===== src/hdl/assert_macros.svh =====
// Assertion macros shared by the frustum projection RTL.
// Depends on nothing; the using module must have clk and rst in scope.
`ifndef ASSERT_MACROS_SVH
`define ASSERT_MACROS_SVH
`ifndef SYNTH
`define FPC_ASSERT(lbl, prop) \
  lbl: assert property (@(posedge clk) disable iff (rst) prop) \
    else $error("frustum core check failed");
`define FPC_ASSERT_ALWAYS(lbl, prop) \
  lbl: assert property (@(posedge clk) prop) \
    else $error("frustum core check failed");
`else
`define FPC_ASSERT(lbl, prop)
`define FPC_ASSERT_ALWAYS(lbl, prop)
`endif
`endif


===== src/hdl/fpc_pkg.sv =====
// Shared types and constants of the frustum projection core.
// Used by the register bank, the set-up pipeline, the divider and the top level.
package fpc_pkg;

  localparam int FRAC_BITS  = 16;
  localparam int QBITS      = 32;
  localparam int DEN_W      = 64;
  localparam int NUM_W      = DEN_W + QBITS;
  // Input register, five set-up stages, one stage per quotient bit, output register.
  localparam int PIPE_DEPTH = QBITS + 7;

  localparam logic [31:0] SCALE      = 32'(64'd1 << FRAC_BITS);
  localparam logic [30:0] NEAR_RESET = 31'(64'd1 << FRAC_BITS);
  localparam logic [30:0] FAR_RESET  = 31'(64'd100 << FRAC_BITS);
  localparam logic [31:0] SAT_POS    = 32'h7FFF_FFFF;
  localparam logic [31:0] SAT_NEG    = 32'h8000_0000;

  typedef enum logic [1:0] {
    MODE_PERSP     = 2'd0,
    MODE_ORTHO     = 2'd1,
    MODE_INV_PERSP = 2'd2,
    MODE_INV_ORTHO = 2'd3
  } proj_mode_t;

  typedef enum logic [2:0] {
    REG_MODE  = 3'd0,
    REG_NEAR  = 3'd1,
    REG_FAR   = 3'd2,
    REG_RIGHT = 3'd3,
    REG_TOP   = 3'd4
  } cfg_idx_t;

  typedef struct packed {
    proj_mode_t  mode;
    logic [30:0] near_d;
    logic [30:0] far_d;
    logic [30:0] right_h;
    logic [30:0] top_h;
  } cfg_t;

  typedef struct packed {
    logic clip;
    logic err;
  } meta_t;

  typedef struct packed {
    logic             num_neg;
    logic             den_neg;
    logic             ovf;
    logic [NUM_W-1:0] num;
    logic [DEN_W-1:0] den;
  } div_req_t;

endpackage


===== src/hdl/fpc_cfg_regs.sv =====
// Configuration register bank of the frustum projection core.
// Depends on fpc_pkg.
module fpc_cfg_regs (
  input  logic           clk,
  input  logic           rst,
  input  logic           cfg_valid,
  output logic           cfg_ready,
  input  logic [2:0]     cfg_index,
  input  logic [31:0]    cfg_data,
  output fpc_pkg::cfg_t  cfg
);
  import fpc_pkg::*;

  cfg_t regs;

  assign cfg_ready = !rst;
  assign cfg       = regs;

  always_ff @(posedge clk) begin
    if (rst) begin
      regs.mode    <= MODE_PERSP;
      regs.near_d  <= NEAR_RESET;
      regs.far_d   <= FAR_RESET;
      regs.right_h <= NEAR_RESET;
      regs.top_h   <= NEAR_RESET;
    end else if (cfg_valid && cfg_ready) begin
      unique case (cfg_idx_t'(cfg_index))
        REG_MODE:  regs.mode    <= proj_mode_t'(cfg_data[1:0]);
        REG_NEAR:  regs.near_d  <= cfg_data[30:0];
        REG_FAR:   regs.far_d   <= cfg_data[30:0];
        REG_RIGHT: regs.right_h <= cfg_data[30:0];
        REG_TOP:   regs.top_h   <= cfg_data[30:0];
        default: ;
      endcase
    end
  end

endmodule


===== config.mk =====
export PLATFORM = sky130hd
export DESIGN_NAME = fpc_cfg_regs
export DESIGN_NICKNAME = d
export VERILOG_FILES = /design/src/hdl/assert_macros.svh /design/src/hdl/fpc_pkg.sv /design/src/hdl/fpc_cfg_regs.sv
export SDC_FILE = /design/constraint.sdc
export NUM_CORES = 1
export LEC_CHECK = 0
export ABC_AREA = 1
export CORE_MARGIN = 1.5
export CORE_UTILIZATION = 30
export DETAILED_ROUTE_END_ITERATION = 7
export DONT_BUFFER_PORTS = 1
export GPL_ROUTABILITY_DRIVEN = 0
export PLACE_DENSITY_LB_ADDON = 0.25
export SETUP_SLACK_MARGIN = 0.3
export SYNTH_ARGS = -nofsm -noshare
export SYNTH_HDL_FRONTEND = slang
export SYNTH_SLANG_ARGS = --single-unit
export TNS_END_PERCENT = 30

===== constraint.sdc =====
create_clock -name clk -period 1.75 [get_ports clk]
set_input_delay 0.0875 -clock clk [delete_from_list [all_inputs] [get_ports clk]]
set_output_delay 0.0875 -clock clk [all_outputs]
set_load 0.01 [all_outputs]

# ---- Yosys cells after proc, flatten, opt, wreduce, memory -nomap -nowiden
# Index checks and enable logic that the tools add are counted.
dict set report op_classes {
  n_eq_ne 4
  n_reduce_logical 8
}
# cell n
set op_table {}
lappend op_table {{2-bit AND reduction} 5}
lappend op_table {{3-bit by 2-bit equality test with 1-bit output (second input constant)} 2}
lappend op_table {{3-bit by 1-bit equality test with 1-bit output (second input constant)} 1}
lappend op_table {{3-bit equality test (second input constant)} 1}
lappend op_table {{3-bit zero test} 1}
lappend op_table {{1-bit logical AND} 1}
lappend op_table {{1-bit zero test} 1}
dict set report totals {
  reg_bits 126
  elab_cells 17
  in_bits 38
  output_inout_bits 127
}

# ---- Longest topological paths before layout
# Gate-level depths: netlist of the first run.
dict set report logic_depth {
  word_depth 3
  mapped_depth 8
  ltp_nobuf 6
}

# ---- Least setup slack after synthesis of the first run
# Ideal clock, no wire load.
dict set report synth_timing {
  kind {input-to-reg}
  startpoint {input rst}
  endpoint {register regs, in the netlist cfg[107]}
  arrival_time_ns 0.889
  stages 8
  setup_time_ns 0.113
  path_buffers 2
  required_ns 1.637
  path_slack_ns 0.748
  cell_sequence {buf_2 > inv_4 > nand2_2 > nor2_4 > buf_6 > nand3_1 > nand2_1 > nor2_1}
}
dict set report synth_via {
  elab_chain_len 3
}
# item line
set synth_lines {}
lappend synth_lines {{from (decl)} fpc_cfg_regs.sv:5} ;# input logic rst,
lappend synth_lines {{1-bit zero test} fpc_cfg_regs.sv:16} ;# assign cfg_ready = !rst;
lappend synth_lines {{1-bit logical AND} fpc_cfg_regs.sv:26} ;# end else if (cfg_valid && cfg_ready) begin
lappend synth_lines {{2-bit AND reduction (no source line)} --}
lappend synth_lines {{to (decl)} fpc_cfg_regs.sv:14} ;# cfg_t regs;
# Parallel ways exist; a longest one is shown, timed or not.
# A chain may end at the register's enable or synchronous reset.

# ---- Worst setup path after layout of the first run
dict set report layout_timing {
  startpoint {input cfg_index[1]}
  endpoint {register regs, in the netlist cfg[125]}
}
dict set report layout_via {
  elab_chain_len 2
}
# item line
set layout_lines {}
lappend layout_lines {{from (decl)} fpc_cfg_regs.sv:8} ;# input logic [2:0] cfg_index,
lappend layout_lines {{3-bit zero test} fpc_cfg_regs.sv:27} ;# unique case (cfg_idx_t'(cfg_index))
lappend layout_lines {{2-bit AND reduction (no source line)} --}
# Every way passes these cells.

==> results of run 1 <==
==> through the flow <==
step / utilization, % / instance area, um^2 / instances
6_report: 40.1 / 6320 / 929
3_5_place_dp: 31.4 / 4960 / 823
4_1_cts: 39.8 / 6280 / 926
5_1_grt: 40.1 / 6320 / 929
2_1_floorplan: - / 4810 / 636
3_3_place_gp: 31.4 / 4960 / 823
==> what timing repair did <==
action                                  CTS  global route
hold buffers                             72             0
setup buffers                             0             3
hold endpoints to repair                123             0
gates resized for setup                   0             2
endpoints found under the setup margin    0            25
==> power breakdown <==
group | switching (mW) | internal [mW] | total (mW)
clock network | 1.23 | 2.33 | 3.56
registers | 0.0705 | 2.93 | 3.00
logic | 0.271 | 0.166 | 0.437
==> final timing paths <==
check | endpoint | slack, ns | depth (start not counted)
setup / recovery | cfg[125]$_SDFFE_PP0P_ | 0.39 | 6
hold / removal | cfg[124]$_SDFFE_PP0P_ | 0.02 | 5
setup reg to reg | cfg[44]$_SDFFE_PP0P_ | 0.48 | 3
hold reg to reg | cfg[56]$_SDFFE_PP0P_ | 0.52 | 2
==> metal layers <==
metal / up-vias / track usage [%] / wire length (um)
li1: 2170 / - / -
met1: 2045 / 21.1 / 6450
met2: 151 / 29.9 / 7160
met3: 23 / 7.56 / 1290
met4: 0 / 7.39 / 285
met5: - / 0 / 0
==> cells in the final DEF, fill, tap and decap left out, drive strengths merged <==
master / instances
nor2: 128
o21ai: 32
inv: 39
a21oi: 30
nand2: 106
bufinv: 3
dfxtp: 126
nand3: 128
dlygate4sd3: 71
buf: 22
clkbuf: 24
clkinv: 4
==> kinds of logic (layout without fill, tap and decap cells) <==
kind of cell,Yosys count,after routing,share of synthesized area (%)
buf+inv,86,163,8.77
simple gates,362,362,32.3
compound gates,62,62,6.46
flops,126,126,52.5
==> worst max-delay path: stages <==
cell and delay (ns):
dlygate4sd3_1 0.57, nor2_1 0.22, dlygate4sd3_1 0.61, nand3_1 0.08, nand2_1 0.06, nor2_1 0.04
==> cell type report <==
type,count,area [um^2]
clock buffer,24,482
clock inverter,7,110
fill,1644,9450
inverter,39,149
multi-input combinational,424,1870
sequential,126,2520
tap,216,270
timing repair buffer,93,917
==> flow_metrics.tcl, run 1 <==
set metrics [dict create \
    run_status "completed" \
    critical_path.reg2reg.startpoint "cfg[44]$_SDFFE_PP0P_" \
    worst_hold_slack_ns 0.0177 \
    flow.area_growth_from_synthesis_pct 31.6 \
    criticalPathCategory "in2reg" \
    drv_slew 0 \
    cts.path.max_buffers 2 \
    cts_sinks 126 \
    clk_root_buffer_cell "clkbuf_16" \
    minimum_period_implied_by_the_final_worst_setup_slack_ns 1.36 \
    critical_path.startpoint "cfg_index[1]" \
    globalRouteTotalUtil_pct 18.2 \
    power-per-cell-area_mw_per_mm2 1110 \
    io_buffers 0 \
    fp.dieArea_mm2 0.0168 \
    power.leakage_nw 2.49 \
    grt_setup_unrepaired "yes" \
    timing.critical_path.arrival_ns 1.67 \
    synth_largest_area_cell "dfxtp_1" \
    dp_hpwl_mm 10.2 \
    synthesized_nets 674 \
    drt_wl_total_mm 15.2 \
    clock-skew-final_ns 0 \
    cts_max_level 4 \
    final.setup.worst_slack_ns 0.394 \
    ir_worst_vdd_mv 0.635 \
    fin_tns_setup_ns 0 \
    critical_path_peak_fanout 4 \
    design.final.nets 739 \
    hold_path_startpoint "cfg_index[0]" \
    die-height_um 130 \
    placementRows 46 \
    die-width_um 130 \
    synth_cell_types 19 \
    final_hold_viol_count 0 \
    antenna_cells 0 \
    grt-ovfl-total 0 \
    postRouteAntennaNets 0 \
    largest_net_degree_at_the_start_of_global_routing 41 \
    synth_seq_cells 126 \
    cp.required_ns 2.06 \
    detail_route.iter0.violations 234 \
    finalCritPeriodShare_pct 77.5 \
    syn_area_mm2 0.00481 \
    core_area_mm2 0.0158 \
    yosysTopAreaCellShare_pct 52.5 \
    clk-insertion-delay-late_ns 0.41 \
    synth_enable_flop_cells 0 \
    grt_first_pass_wirelength_mm 22.9 \
    hold_path.class "in2reg" \
    syn-mean-instance-area_um2 7.56 \
    slew-limit-headroom_pct 36.1 \
    drt_first_pass_iters 4 \
    worst-slew-pin-transition_ns 0.955 \
    ys_seq_area_share_pct 52.5 \
    initial_core_util_pct 30.5 \
    vias_per_cell 4.72 \
    power_after_layout_mw 7.00 \
    wire_per_inst_um 16.3 \
    vias 4389 \
    worstSetupStartpointType "primary input" \
    clk_pin_slew_ns 0.05 \
    synth.top_cells.by_area "dfxtp_1 (52%), nand3_1 (13%), nor2_1 (9.7%), nand2_1 (8.2%), a21oi_1 (3.1%)" \
    placement.setup.worst_slack_ns 0.353 \
    drive_above_1_share_pct 8.42 \
    antenna_found_initial 0 \
    cap_violations 0 \
    postSynth.asyncResetShare_pct 0 \
    number_of_flip_flops_in_the_largest_register 126 \
    tritoncts.num_buffers 17 \
    post_synth_inst_count 636 \
    setup_viol 0 \
    drt_drc_violations_left 0 \
    tritoncts_clock_tree "yes" \
    most_common_flop_cell_mapped_by_yosys "dfxtp_1" \
    worstSetupEndpointType "register" \
    top_level_ports 165 \
    maxClockFrequency_mhz 738 \
    synth-warning-count 0 \
    most_instantiated_cells_after_synthesis "dfxtp_1 (126), nand3_1 (126), nor2_1 (124)" \
    via_count_of_the_first_global_routing_pass 4255 \
]
(Power assumes the default switching activity.)
==> inputs of run 2 (changes only) <==
==> constraint.sdc (replaced) <==
create_clock -name clk -period 1.1 [get_ports clk]
set_input_delay 0.055 -clock clk [delete_from_list [all_inputs] [get_ports clk]]
set_output_delay 0.055 -clock clk [all_outputs]
set_load 0.01 [all_outputs]
==> flow_metrics.tcl, run 2 (same netlist as run 1, synthesis figures left out) <==
set metrics [dict create \
    critPathTopFamily "flip-flops" \
    vias_per_cell 4.69 \
    filler_cell_count 1624 \
    cp.required_ns 1.04 \
    run_status "finished, violations left" \
    io_buffers 0 \
    drt_first_pass_iters 5 \
    core_area_mm2 0.0158 \
    mostFrequentLayoutCell "nor2_1" \
    flow.area_growth_from_synthesis_pct 31.1 \
    grt_setup_unrepaired "yes" \
    failed_checks "hold timing" \
    die-height_um 130 \
    dp_hpwl_mm 9.95 \
    clk_pin_slew_ns 0.06 \
    finalCritPeriodShare_pct 83.4 \
    maxClockFrequency_mhz 1090 \
    via_count_of_the_first_global_routing_pass 4018 \
    criticalPathCategory "reg2out" \
    antenna_found_initial 0 \
    number_of_flip_flops_in_the_largest_register 126 \
    largest_net_degree_at_the_start_of_global_routing 58 \
    detail_route.iter0.violations 217 \
    drv_slew 0 \
    timing.critical_path.slowest_stage_cell "dfxtp_2" \
    final_instance_count_excl_fillers 898 \
    power.leakage_nw 2.47 \
    tritoncts.num_buffers 17 \
    timing.critical_path.buf_inv 1 \
    grt_first_pass_wirelength_mm 22.6 \
    drive_above_1_share_pct 20.3 \
    drt_wl_total_mm 14.6 \
    tritoncts_clock_tree "yes" \
    initial_core_util_pct 30.5 \
    clk-insertion-delay-late_ns 0.40 \
    top_level_ports 165 \
    cts_max_level 4 \
    clk_root_buffer_cell "clkbuf_16" \
    globalRouteTotalUtil_pct 17.8 \
    die-width_um 130 \
    final_hold_viol_count 31 \
    final_util_pct 39.9 \
    vias 4214 \
    cts.path.max_buffers 2 \
    place_inst 828 \
    critical_path_peak_fanout 2 \
    hold_bufs_at_cts 37 \
    wire_per_inst_um 16.2 \
    power-per-cell-area_mw_per_mm2 1750 \
    mostFrequentLayoutCells "nor2_1 (123), nand3_1 (120), nand2_1 (105)" \
    power_after_layout_mw 11.0 \
    worstSetupEndpointType "primary output" \
    placementRows 46 \
    clock-skew-final_ns 0 \
    hold_path.class "in2reg" \
    postRouteAntennaNets 0 \
    path_cells "buf_6" \
    worst_hold_slack_ns -0.298 \
    cap_violations 0 \
    peak_per_stage_delay_on_the_critical_path_ns 0.34 \
    design.final.nets 706 \
    ir_worst_vdd_mv 1.03 \
    worst-slew-pin-transition_ns 0.365 \
    slew-limit-headroom_pct 75.7 \
    drt_drc_violations_left 0 \
    setup_viol 0 \
    cts_sinks 126 \
    fin_tns_setup_ns 0 \
    grt-ovfl-total 0 \
    post-cts-setup-buffers 0 \
    fp.dieArea_mm2 0.0168 \
    worstSetupStartpointType "register" \
    timing.critical_path.arrival_ns 0.86 \
    minimum_period_implied_by_the_final_worst_setup_slack_ns 0.918 \
]
[run 2: cell types whose count changed in the layout (fill, tap and decap cells not counted), moves of 2 or more]
cell,delta
buf_4,-7
dlygate4sd3_1,-35
nand3_1,-6
dfxtp_2,+42
buf_12,+8
dfxtp_4,+31
nand2_2,-2
dfxtp_1,-73
clkbuf_1,+2
nand3_2,+6
[run 2: worst paths after layout]
kind                                       startpoint                    to  slack, ns  depth (start not counted)
worst max-delay path            cfg[112]$_SDFFE_PP0P_              cfg[112]       0.18                          1
worst min-delay path                              rst  cfg[41]$_SDFFE_PP0P_      -0.30                          1
worst max register to register   cfg[16]$_SDFFE_PP1P_  cfg[16]$_SDFFE_PP1P_       0.38                          4
worst min register to register   cfg[40]$_SDFFE_PP0P_  cfg[40]$_SDFFE_PP0P_       0.48                          2
[run 2: layer usage]
metal / track usage (%) / vias up / wire length (um)
met2: 26.9 / 131 / 6680
met1: 22.6 / 1959 / 6410
met5: 0 / - / 0
met4: 5.49 / 0 / 105
li1: - / 2116 / -
met3: 8.18 / 8 / 1380
[run 2: timing repair]
action / in CTS / in global routing
endpoints found under the hold margin: 126 / 31
resized for setup: 53 / 53
endpoints found under the setup margin: 126 / 133
[run 2: metrics by stage]
step	hold slack, ns	instance area, um^2	setup slack (ns)
floorplan	0.181	4860	0.188
global placement	0.128	5170	0.169
detailed placement	0.132	5170	0.158
CTS	-0.307	6210	0.158
global route	-0.323	6300	0.142
finish	-0.298	6300	0.182
[run 2: power by group]
| group | leakage (nW) | internal [mW] | switching [mW] |
|---|---|---|---|
| clock | 0.289 | 3.67 | 1.96 |
| sequential | 1.06 | 4.61 | 0.110 |
| combinational | 1.12 | 0.273 | 0.412 |
[run 2: area by class of cell]
| cell class | instances | area (um^2) | area share [%] |
|---|---|---|---|
| Clock buffer | 25 | 475 | 7.55 |
| Antenna cell | 1 | 2.50 | 0.0397 |
| Sequential cell | 126 | 2690 | 42.7 |
| Tap cell | 216 | 270 | 4.29 |
| Inverter | 39 | 154 | 2.44 |
| Timing Repair Buffer | 60 | 687 | 10.9 |
| Clock inverter | 7 | 110 | 1.75 |
| Multi-Input combinational cell | 424 | 1910 | 30.3 |
